$ cat config.mk
export PLATFORM = sky130hd
export DESIGN_NAME = pwg_front
export DESIGN_NICKNAME = d
export VERILOG_FILES = /design/src/hw/rtl/pwg_pkg.sv /design/src/hw/rtl/pwg_front.sv
export SDC_FILE = /design/constraint.sdc
export NUM_CORES = 1
export LEC_CHECK = 0
export BUFFER_PORTS_ARGS = -buffer_cell sky130_fd_sc_hd__buf_2
export CAP_MARGIN = 30
export CORE_UTILIZATION = 54
export DETAILED_ROUTE_END_ITERATION = 12
export GPL_ROUTABILITY_DRIVEN = 0
export PLACE_DENSITY = 0.95
export RECOVER_POWER = 50
export SYNTH_ARGS = -nofsm -noshare
export SYNTH_HDL_FRONTEND = slang
export SYNTH_SLANG_ARGS = --single-unit
$ cat constraint.sdc
create_clock -name vclk -period 3.8
set_clock_uncertainty 0.1 [all_clocks]
set_input_delay 0.57 -clock vclk [all_inputs]
set_output_delay 0.57 -clock vclk [all_outputs]
set_load 0.1 [all_outputs]
$ cat src/hw/rtl/pwg_pkg.sv
`timescale 1ns / 1ps
// ----------------------------------------------------------------------------
// pwg_pkg
// Types, widths and register codes shared by the pulse waveform generator.
// ----------------------------------------------------------------------------
package pwg_pkg;

    localparam int LEVEL_BITS     = 24;
    localparam int TIME_BITS      = 32;
    localparam int MAG_BITS       = LEVEL_BITS + 1;
    localparam int PROD_BITS      = MAG_BITS + TIME_BITS;
    localparam int IN_DATA_BITS   = ((TIME_BITS + 7) / 8) * 8;
    localparam int OUT_DATA_BITS  = ((LEVEL_BITS + 2 + 7) / 8) * 8;
    localparam int FIFO_DEPTH     = 4;
    localparam int PTR_BITS       = $clog2(FIFO_DEPTH);
    localparam int CFG_INDEX_BITS = 3;

    localparam logic [CFG_INDEX_BITS-1:0] CFG_BASE_LEVEL   = 3'd0;
    localparam logic [CFG_INDEX_BITS-1:0] CFG_PULSE_LEVEL  = 3'd1;
    localparam logic [CFG_INDEX_BITS-1:0] CFG_START_DELAY  = 3'd2;
    localparam logic [CFG_INDEX_BITS-1:0] CFG_RISE_TICKS   = 3'd3;
    localparam logic [CFG_INDEX_BITS-1:0] CFG_FALL_TICKS   = 3'd4;
    localparam logic [CFG_INDEX_BITS-1:0] CFG_WIDTH_TICKS  = 3'd5;
    localparam logic [CFG_INDEX_BITS-1:0] CFG_PERIOD_TICKS = 3'd6;

    typedef enum logic [1:0] {
        SEG_BASE = 2'd0,
        SEG_RISE = 2'd1,
        SEG_TOP  = 2'd2,
        SEG_FALL = 2'd3
    } pwg_seg_t;

    typedef struct packed {
        logic signed [LEVEL_BITS-1:0] base_level;
        logic signed [LEVEL_BITS-1:0] pulse_level;
        logic [TIME_BITS-1:0]         start_delay;
        logic [TIME_BITS-1:0]         rise_ticks;
        logic [TIME_BITS-1:0]         fall_ticks;
        logic [TIME_BITS-1:0]         width_ticks;
        logic [TIME_BITS-1:0]         period_ticks;
    } pwg_cfg_t;

    // one classified sample waiting for the back end
    typedef struct packed {
        logic                 after;
        logic [TIME_BITS-1:0] offset;
    } pwg_item_t;

    typedef struct packed {
        logic full;
        logic empty;
    } pwg_q_status_t;

endpackage

$ cat src/hw/rtl/pwg_front.sv
`timescale 1ns / 1ps
// ----------------------------------------------------------------------------
// pwg_front
// Accepts sample times, compares them against the start delay and queues the
// offset into the pulse train.
// ----------------------------------------------------------------------------
module pwg_front (
    input  logic                               s_tvalid,
    output logic                               s_tready,
    input  logic [pwg_pkg::IN_DATA_BITS-1:0]   s_tdata,
    input  logic [pwg_pkg::TIME_BITS-1:0]      start_delay,
    input  pwg_pkg::pwg_q_status_t             q_status,
    output logic                               push,
    output pwg_pkg::pwg_item_t                 push_item
);

    logic [pwg_pkg::TIME_BITS-1:0] now;

    assign now       = s_tdata[pwg_pkg::TIME_BITS-1:0];
    assign s_tready  = !q_status.full;
    assign push      = s_tvalid && !q_status.full;

    always_comb begin
        push_item.after  = now > start_delay;
        push_item.offset = now - start_delay;
    end

endmodule

======== Yosys cells after proc, flatten, opt, wreduce, memory -nomap -nowiden ========
Cells that the tools add are included.
word-level totals
  bits in registers ....................... 0
  bits of input ports ..................... 67
  logic and storage cells ................. 4
operators by class
  $add $sub $neg .......................... 1
  order comparisons ....................... 1
  reduce and logical (&&, ||, !) cells .... 2
operators with widths
  kind                            number
  32-bit greater-than comparator  1
  32-bit subtractor               1
  1-bit logical AND               1
  1-bit logical NOT               1

======== Longest topological paths before layout ========
  word-level depth ........................ 2
  depth in mapped cells ................... 9

======== Least setup slack after synthesis ========
No wires, ideal clock.
  kind .................................... input to output
  from .................................... input s_tdata[0] (netlist name)
  to ...................................... output push_item[28] (netlist name)
  arrival time ............................ 5.009 ns
  slack ................................... -1.879 ns
  cell stages on the path ................. 9
  cell sequence ........................... inv_1 ha_1 fa_1 and2b_1 o2111a_1 o21ai_1 a211oi_2 nor4_1 nor4_1
RTL lines
  item                line             RTL
  start: declaration  pwg_front.sv:10  input logic [pwg_pkg::IN_DATA_BITS-1:0] s_tdata,
  end: declaration    pwg_front.sv:14  output pwg_pkg::pwg_item_t push_item

==> results.txt <==
The register area is 0 um^2. The number of hold violations in the final report is 0. The top cell type's share of synthesized area came out at 0.1856. The pin slew with the least headroom to its limit is 1.169 ns.

The via count of the first global-routing pass is 2597. For this run, design rule violations remaining after detail routing come to 0. The total of fill cells in the finished design came out at 265. After synthesis, the cell types taking the most area are sky130_fd_sc_hd__ha_1, sky130_fd_sc_hd__a21oi_1, sky130_fd_sc_hd__inv_1, sky130_fd_sc_hd__nand2_1, sky130_fd_sc_hd__xnor2_1.

The largest individual stage delay along the critical path comes from the cell sky130_fd_sc_hd__nor4_2. The die outline width is 65.20 um. The critical path in this run is classified as in -> out. The required time of the worst setup path is 3.13 ns. The area of the die came out at 4251 um^2. Walking the worst path, the cells encountered are buf_2, inv_1, ha_1, fa_1, and2b_1, o2111a_1, o21ai_1, a211oi_2, nor4_1, nor4_2, buf_12. The sum of negative setup slack came out at 0 ns. The sequential cell count is 0. The delay contributed by the slowest stage of the critical path came out at 0.44 ns. Total power for the finished layout comes to 1229 uW. The number of clock-tree buffers in the layout is 0. Summing all placed instances gives a cell area of 3082 um^2. The sequential-to-total area share from yosys stat is 0. The diode insertion count for antenna repair came out at 0. Max-cap violations in this run came to 0. The number of I/O pins is 102. Timing would allow up to 273.6 MHz. The first global-routing pass estimated 10760 um of wire. The worst hold margin came out at 1.633 ns. IR analysis of the VDD net gives a maximum drop of 296.7 uV. The fraction of the core area covered by cells at the end of the flow is 0.8095.

After detailed routing, the number of vias per cell comes to 6.141. The analysis attributes to cell leakage a power of 0.001532 uW. Before antenna repair, the detailed router went through 5 iterations. The total grt overflow came out at 0. Input and output buffers added on the ports amount to 101. In this run the worst hold path is classified as in -> out. Leaving out fill and tap cells, the most frequent cell in the layout is sky130_fd_sc_hd__buf_2. The final non-filler cell area is 3030 um^2. The initial DRC count came out at 208. The routed layout has 2917 vias. The maximum number of pins on one net before global-route repair came out at 13. The number of buffers inserted to repair setup after CTS came out at 0. The area of the core region is 3744 um^2. The final number of setup-violating endpoints came out at 0. Across every metal layer, demand over resource in global routing totals 0.3083. The worst hold path terminates at push_item[16]. The data arrival time of the critical path came out at 2.99 ns.

The ratio of total power to cell area is 405.7 nW/um^2. The placement row count came out at 22. In this run the vertical extent of the chip is 65.20 um.

STA classifies the critical path endpoint as an output pin. Detailed placement ended at an HPWL of 5720 um. The number of nets handed over by synthesis was 433. Relative to the synthesized area, the layout overhead comes to 40.49%. The number of routed nets with antenna violations came out at 0. The number of cells on the worst hold path is 4.

The tightest slew margin relative to the limit is 0.2239. Setup repair after global routing left no endpoint under its margin. The top fanout value on the critical path came out at 3. The average routed wire per standard cell is 14.25 um. A synthesized cell averages 6.478 um^2.

In this run the most critical hold path is launched from s_tdata[16]. The run finished with clean final reports. The initial core utilization came out at 0.5762. The share of final-layout standard cells stronger than drive strength 1 came out at 0.3208.

The shortest period the worst path allows came out at 3.655 ns. Synthesis produced 333 cells. The total length of routed wires is 6767 um.

After the last flow step, the layout net total stands at 529. The top cell types in the final layout, fill and taps aside, are sky130_fd_sc_hd__buf_2, sky130_fd_sc_hd__inv_1, sky130_fd_sc_hd__nand2_1, sky130_fd_sc_hd__ha_1. Of all cell types, the one taking the most synthesized area is sky130_fd_sc_hd__ha_1. The max-slew violation count came out at 0. The count of warnings emitted by yosys is 0.

In this run the cell area of the synthesized design comes to 2157 um^2. The number of distinct library cells after synthesis is 53. The initial antenna violation count came out at 0. The number of buffers inserted for hold repair after clock tree synthesis is 0. Dividing the final minimum period by the clock period gives 0.9619. STA classifies the critical path startpoint as an input port.
==> per-layer routing <==
layer	global-route usage	up-vias	wire, um
met1	0.3739	1312	2561
met4	0.09239	0	255
li1	-	1374	-
met2	0.5786	198	3402
met3	0.01215	33	548
met5	0	-	0
==> report_power, final <==
| group | switching (uW) | leakage [uW] | internal [uW] |
|---|---|---|---|
| Combinational | 894 | 0.00153 | 335 |
| Sequential | 0 | 0 | 0 |
| Clock | 0 | 0 | 0 |
| Total | 894 | 0.00153 | 335 |
==> worst max-delay path by stage <==
stage,startpoint,to,slack (ns),cells after the start
floorplan,s_tdata[0],push_item[28],-0.71,9
global placement,s_tdata[0],push_item[20],0.24,12
detailed placement,s_tdata[0],push_item[20],0.16,12
CTS,s_tdata[0],push_item[20],0.14,12
global route,start_delay[20],push_item[24],0.02,10
finish,s_tdata[0],push_item[28],0.14,11
==> synthesized netlist by cell type (6+ instances only) <==
master / number
sky130_fd_sc_hd__nand4_1: 11
sky130_fd_sc_hd__nor2_1: 31
sky130_fd_sc_hd__a21o_1: 8
sky130_fd_sc_hd__ha_1: 32
sky130_fd_sc_hd__o21a_1: 8
sky130_fd_sc_hd__o21ai_0: 16
sky130_fd_sc_hd__xnor2_1: 15
sky130_fd_sc_hd__xor2_1: 9
sky130_fd_sc_hd__a21oi_1: 33
sky130_fd_sc_hd__inv_1: 42
sky130_fd_sc_hd__nor3_1: 9
sky130_fd_sc_hd__nand3_1: 6
sky130_fd_sc_hd__nand2_1: 35
==> per-stage QoR <==
stage	worst slack [ns]	std cells
global placement	0.2352	475
finish	0.1449	475
detailed placement	0.1602	475
floorplan	-0.7066	333
CTS	0.1358	475
global route	0.02072	475
==> kinds of logic after synthesis <==
group / count (synthesis) / synth area share
AND/OR/NAND/NOR: 115 / 0.2535
adder cells (fa/ha/maj): 33 / 0.1949
XOR/XNOR: 24 / 0.09745
AO/OA/AOI/OAI: 106 / 0.3370
multiplexers: 4 / 0.01972
buffers and inverters: 51 / 0.09744
==> cell type report <==
class	count	area, um^2	area share
Timing Repair Buffer	103	675.6	0.2230
Inverter	42	157.7	0.05202
Multi-Input combinational cell	282	2137	0.7052
Tap cell	48	60.06	0.01982
==> repair_timing <==
action                                  in CTS  in global routing
endpoints found under the setup margin       0                  1
endpoints found under the hold margin        0                  0
resized for setup                            0                  1
==> worst max-delay path: cells and delay by family <==
family | cells | cell delay, ns
AND/OR/NAND/NOR | 3 | 0.79
AO/OA/AOI/OAI | 3 | 0.67
adder cells (fa/ha/maj) | 2 | 0.63
buffers and inverters | 3 | 0.34
Note: power is estimated with default switching activity, not from simulation.
