===== src/hw/rtl/pwg_pkg.sv =====
`timescale 1ns / 1ps
// ----------------------------------------------------------------------------
// pwg_pkg
// Types, widths and register codes shared by the pulse waveform generator.
// ----------------------------------------------------------------------------
package pwg_pkg;

    localparam int LEVEL_BITS     = 24;
    localparam int TIME_BITS      = 32;
    localparam int MAG_BITS       = LEVEL_BITS + 1;
    localparam int PROD_BITS      = MAG_BITS + TIME_BITS;
    localparam int IN_DATA_BITS   = ((TIME_BITS + 7) / 8) * 8;
    localparam int OUT_DATA_BITS  = ((LEVEL_BITS + 2 + 7) / 8) * 8;
    localparam int FIFO_DEPTH     = 4;
    localparam int PTR_BITS       = $clog2(FIFO_DEPTH);
    localparam int CFG_INDEX_BITS = 3;

    localparam logic [CFG_INDEX_BITS-1:0] CFG_BASE_LEVEL   = 3'd0;
    localparam logic [CFG_INDEX_BITS-1:0] CFG_PULSE_LEVEL  = 3'd1;
    localparam logic [CFG_INDEX_BITS-1:0] CFG_START_DELAY  = 3'd2;
    localparam logic [CFG_INDEX_BITS-1:0] CFG_RISE_TICKS   = 3'd3;
    localparam logic [CFG_INDEX_BITS-1:0] CFG_FALL_TICKS   = 3'd4;
    localparam logic [CFG_INDEX_BITS-1:0] CFG_WIDTH_TICKS  = 3'd5;
    localparam logic [CFG_INDEX_BITS-1:0] CFG_PERIOD_TICKS = 3'd6;

    typedef enum logic [1:0] {
        SEG_BASE = 2'd0,
        SEG_RISE = 2'd1,
        SEG_TOP  = 2'd2,
        SEG_FALL = 2'd3
    } pwg_seg_t;

    typedef struct packed {
        logic signed [LEVEL_BITS-1:0] base_level;
        logic signed [LEVEL_BITS-1:0] pulse_level;
        logic [TIME_BITS-1:0]         start_delay;
        logic [TIME_BITS-1:0]         rise_ticks;
        logic [TIME_BITS-1:0]         fall_ticks;
        logic [TIME_BITS-1:0]         width_ticks;
        logic [TIME_BITS-1:0]         period_ticks;
    } pwg_cfg_t;

    // one classified sample waiting for the back end
    typedef struct packed {
        logic                 after;
        logic [TIME_BITS-1:0] offset;
    } pwg_item_t;

    typedef struct packed {
        logic full;
        logic empty;
    } pwg_q_status_t;

endpackage


===== src/hw/rtl/pwg_fifo.sv =====
`timescale 1ns / 1ps
// ----------------------------------------------------------------------------
// pwg_fifo
// Short queue between the front and back ends.
// ----------------------------------------------------------------------------
module pwg_fifo (
    input  logic                   aclk,
    input  logic                   aresetn,
    input  logic                   push,
    input  pwg_pkg::pwg_item_t     push_item,
    input  logic                   pop,
    output pwg_pkg::pwg_item_t     head_item,
    output pwg_pkg::pwg_q_status_t q_status
);

    pwg_pkg::pwg_item_t              mem_reg [pwg_pkg::FIFO_DEPTH];
    logic [pwg_pkg::PTR_BITS-1:0]    wr_ptr_reg, wr_ptr_next;
    logic [pwg_pkg::PTR_BITS-1:0]    rd_ptr_reg, rd_ptr_next;
    logic [pwg_pkg::PTR_BITS:0]      count_reg, count_next;

    assign head_item      = mem_reg[rd_ptr_reg];
    assign q_status.full  = count_reg == (pwg_pkg::PTR_BITS+1)'(pwg_pkg::FIFO_DEPTH);
    assign q_status.empty = count_reg == '0;

    always_comb begin
        wr_ptr_next = push ? wr_ptr_reg + 1'b1 : wr_ptr_reg;
        rd_ptr_next = pop ? rd_ptr_reg + 1'b1 : rd_ptr_reg;
        count_next  = count_reg + (pwg_pkg::PTR_BITS+1)'(push)
                    - (pwg_pkg::PTR_BITS+1)'(pop);
    end

    always_ff @(posedge aclk) begin
        if (!aresetn) begin
            wr_ptr_reg <= '0;
            rd_ptr_reg <= '0;
            count_reg  <= '0;
        end else begin
            wr_ptr_reg <= wr_ptr_next;
            rd_ptr_reg <= rd_ptr_next;
            count_reg  <= count_next;
        end
    end

    always_ff @(posedge aclk) begin
        if (push) begin
            mem_reg[wr_ptr_reg] <= push_item;
        end
    end

endmodule


===== config.mk =====
export PLATFORM = sky130hd
export DESIGN_NAME = pwg_fifo
export DESIGN_NICKNAME = d
export VERILOG_FILES = /design/src/hw/rtl/pwg_pkg.sv /design/src/hw/rtl/pwg_fifo.sv
export SDC_FILE = /design/constraint.sdc
export NUM_CORES = 1
export LEC_CHECK = 0
export CAP_MARGIN = 20
export CORE_ASPECT_RATIO = 1.25
export CORE_MARGIN = 1
export CORE_UTILIZATION = 40
export DETAILED_ROUTE_END_ITERATION = 12
export DONT_BUFFER_PORTS = 1
export MAX_ROUTING_LAYER = met4
export PLACE_DENSITY = 0.62
export SETUP_SLACK_MARGIN = 0.5
export SLEW_MARGIN = 25
export SYNTH_ARGS = -nofsm -noshare
export SYNTH_HDL_FRONTEND = slang
export SYNTH_SLANG_ARGS = --single-unit

===== constraint.sdc =====
create_clock -name aclk -period 2.9 [get_ports aclk]
set_clock_uncertainty 0.05 [all_clocks]
set_input_delay 0.29 -clock aclk [delete_from_list [all_inputs] [get_ports aclk]]
set_output_delay 0.29 -clock aclk [all_outputs]
set_load 0.01 [all_outputs]

# ---- Yosys cells after proc, flatten, opt, wreduce, memory -nomap -nowiden
# Memories as Yosys holds them, arrays and structs flattened. A register that Yosys moved wholly into a read port is not among the register bits.
# Cells that the tools add are included.
dict set report totals {
  regBits 7
  mem_bits_rw 132
  in_bits 37
  out_inout_bits 35
  wordCells 14
  mem_count 1
}
dict set report op_classes {
  add_sub_neg 4
  eq_ne 1
  muxes 4
  n_reduce_logical 1
}
# memory words word_bits read_ports rd_ports_with_merged_regs wr line
set memory_table {}
lappend memory_table {mem_reg 4 33 1 1 1 pwg_fifo.sv:16} ;# pwg_pkg::pwg_item_t mem_reg [pwg_pkg::FIFO_DEPTH];
# op count
set ops {}
lappend ops {{$add A2 B1 Y2 const B} 2}
lappend ops {{$mux W2} 2}
lappend ops {{$add A3 B1 Y3} 1}
lappend ops {{$eq A3 B3 Y1 const B} 1}
lappend ops {{$logic_not A3 Y1} 1}
lappend ops {{$sub A3 B1 Y3} 1}
lappend ops {{$mux W1} 2}

# ---- Depth between registers and ports, before layout
dict set report depth {
  depth_word 3
  depth_mapped 7
  depth_no_buf 7
}

# ---- Worst setup path before layout
# OpenSTA, ideal clock, no wires.
dict set report synth_path {
  path_kind {reg-to-reg}
  startpoint {register wr_ptr_reg[0] (netlist bit)}
  endpoint {memory mem_reg[2][0] (netlist bit), enable pin}
  setup_ps 393
  arrival_time_ps 1354
  required_ps 2457
  path_slack_ps 1103
  path_stages_with_launch 4
  n_path_buf 0
  period_less_slack_ps 1797
  path_cell_list {dfxtp_1 inv_1 ha_1 and2_1}
}
# item line
set synth_rtl {}
lappend synth_rtl {{from (decl)} pwg_fifo.sv:17} ;# logic [pwg_pkg::PTR_BITS-1:0] wr_ptr_reg, wr_ptr_next;
lappend synth_rtl {{from (signal assigned)} pwg_fifo.sv:38} ;# wr_ptr_reg <= wr_ptr_next;
lappend synth_rtl {{to (decl)} pwg_fifo.sv:16}
# Straight into the memory's write port.

==> impl_metrics.yaml <==
yosys:
  yosysWarnings: 0
  syn_avg_cell_area_sq_um: 24.3
  ys_seq_area_share_pct: 78.9
  synthTopCellsByArea: "edfxtp_1, mux4_2, dfxtp_1, mux4_1, ha_1"
  synth_seq_cells: 141
  synth_top_cell_by_area: "edfxtp_1"
  syn-num-nets: 260
  synth_top_area_share_pct: 75.5
  syn_area_sq_mm: 0.00525
  synth_cell_types: 21
  synth_cells: 216
grt:
  grt_max_degree: 34
  grt_usage_pct: 15.0
  grt-ovfl-total: 0
  grt_antenna_before_repair: 0
  grt_pass1_wl_um: 13900
  grt_pass1_vias: 2453
clock_tree:
  root_buffer: "clkbuf_16"
  cts.reportedPaths.clkPinSlew_ns: 0.06
  cts-resized-gates: 0
  worstSkewPairLatency_ns: 0.41
  cts_tree: "done"
  cts.sinks: 141
  max-clock-path-buffers: 2
  cts_buffers: 17
  htreeDepth: 4
floorplan:
  die_area_sq_mm: 0.0136
  core_sq_mm: 0.0127
  chipHeight_um: 130
  rows: 46
  pin_count: 72
  initial_utilization_pct: 41.3
  die_w_um: 104
placement:
  port_buffers: 0
  hpwlAfterDp_um: 5490
  finalWeightedCongestion: 0.702
timing:
  fmax_mhz: 448
  rsz0062_at_grt: "false"
  setup_viol: 0
  timing.final.crit_share_pct: 77.0
  hold_violations: 0
  fin_tns_setup_ns: 0
  tightestPinTransition_ns: 0.935
  drv_slew: 0
  maxSlewHeadroom_pct: 37.7
  fin_crit_ns: 2.23
detailed_routing:
  first_iter_violations: 134
  drc: 0
  ant_nets: 0
  dr.pass1.iters: 6
  num_vias: 2266
  routedWlPerCell_um: 19.6
  wl_um: 8890
  vias_per_cell: 5.00
power_and_ir_drop:
  power_density_mw_per_mm2: 776
  vdd_drop_max_v: 0.000378
  power.internal_mw: 3.90
  clockPowerShare_pct: 44.1
  p_sw_share_pct: 21.8
  seqPwrFrac_pct: 47.8
  p_leak_nw: 2.11
  finalPower_mw: 4.98
  pwr-share-comb_pct: 8.0
  power.switching_mw: 1.09
critical_path:
  crit_required_ns: 2.56
  cp_data_arrival_time_ns: 1.89
  start_kind: "flip-flop"
  critPathMaxFanout: 10
  crit_type: "reg2out"
  end_kind: "primary output"
layout:
  drive_above_1_share_pct: 26.7
  largest_reg_flops: 132
  fin_nets: 316
  n_antenna_cell: 0
  post-route-util_pct: 50.5
  area_growth_pct: 22.3
flow_run:
  maxCapViolCount: 0
min_path:
  holdCritPathClass: "in2reg"
status:
  outcome: "finished, final reports clean"
==> repair_timing <==
item | 4_1_cts | 5_1_grt
hold buffers | 36 | 0
hold endpoints to repair | 137 | 0
buffers inserted | 0 | 0
==> per-layer routing <==
metal	part of all wire [%]	vias to the layer above	GRT usage, %	wire (um)
li1	-	1014	-	-
met1	40	1182	16.0	3560
met2	54	57	25.3	4770
met3	4.2	13	4.75	377
met4	2.1	0	7.82	188
met5	0	-	-	0
==> path summary, 6_finish.rpt <==
path	from	endpoint	slack [ns]	depth (start not counted)
worst max-delay path	flip-flop	head_item[32]	0.67	2
worst min-delay path	pop	rd_ptr_reg[0]	0.04	2
worst max register to register	count_reg[0]	count_reg[2]	1.10	7
worst min register to register	rd_ptr_reg[1]	flip-flop	0.49	2
==> through the flow <==
step | hold slack (ns) | instance area, sq um | std cells | setup slack, ns
after global routing | 0.0341 | 6420 | 453 | 0.546
after floorplan | 0.339 | 5250 | 216 | 1.10
after CTS | 0.0126 | 6420 | 453 | 0.611
after global placement | 0.339 | 5450 | 385 | 1.07
final | 0.0394 | 6420 | 453 | 0.666
after detailed placement | 0.339 | 5450 | 385 | 1.07
==> cell type report <==
| class | count | area [sq um] |
|---|---|---|
| clock buffer | 17 | 425 |
| clock inverter | 15 | 188 |
| fill | 1017 | 6300 |
| inverter | 7 | 26.3 |
| multi-input combinational | 60 | 996 |
| sequential | 141 | 4150 |
| tap | 168 | 210 |
| timing repair buffer | 45 | 428 |
==> kinds of logic after synthesis <==
group / Yosys count / synth area share, %
buf+inv: 15 / 2.22
mux: 34 / 14.6
flops: 141 / 78.9
simple gates: 14 / 1.43
compound gates: 2 / 0.286
xor+xnor: 3 / 0.786
fa+ha+maj: 7 / 1.81
==> cells in the final DEF, fill, tap and decap left out, types with 4 or more instances in the layout <==
master         synthesis  routed
mux4_2                30      30
dlygate4sd3_1          0      36
dfxtp_1                9       7
clkbuf_16              0      17
ha_1                   6       6
nor2_1                 5       5
inv_1                  7       7
and2_2                 0       4
buf_4                  0       9
edfxtp_1             132     132
==> power by group through the flow <==
stage          clock network (mW)  registers (mW)  logic (mW)
3_3_place_gp                    0            2.42       0.352
3_5_place_dp                    0            2.43       0.355
6_report                     2.20            2.38       0.400
5_1_grt                      2.33            2.39       0.435
4_1_cts                      2.24            2.39       0.415
2_1_floorplan                   0            2.40       0.305
==> worst max-delay path: stages, from the launching register on <==
cell,delay [ns]
dfxtp_2,0.52
buf_4,0.31
mux4_1,0.65
==> cells in the mapped netlist <==
master,instances
edfxtp_1,132
mux4_2,30
dfxtp_1,9
inv_1,7
and2_1,6
ha_1,6
nor2_1,5
buf_12,3
buf_2,3
mux4_1,3
xnor2_1,2
a21bo_2,1
a21oi_1,1
and3_1,1
buf_6,1
clkbuf_1,1
fa_1,1
mux2i_1,1
nand3b_1,1
nor3_1,1
xor3_1,1
Power figures use the tool's default switching activity.
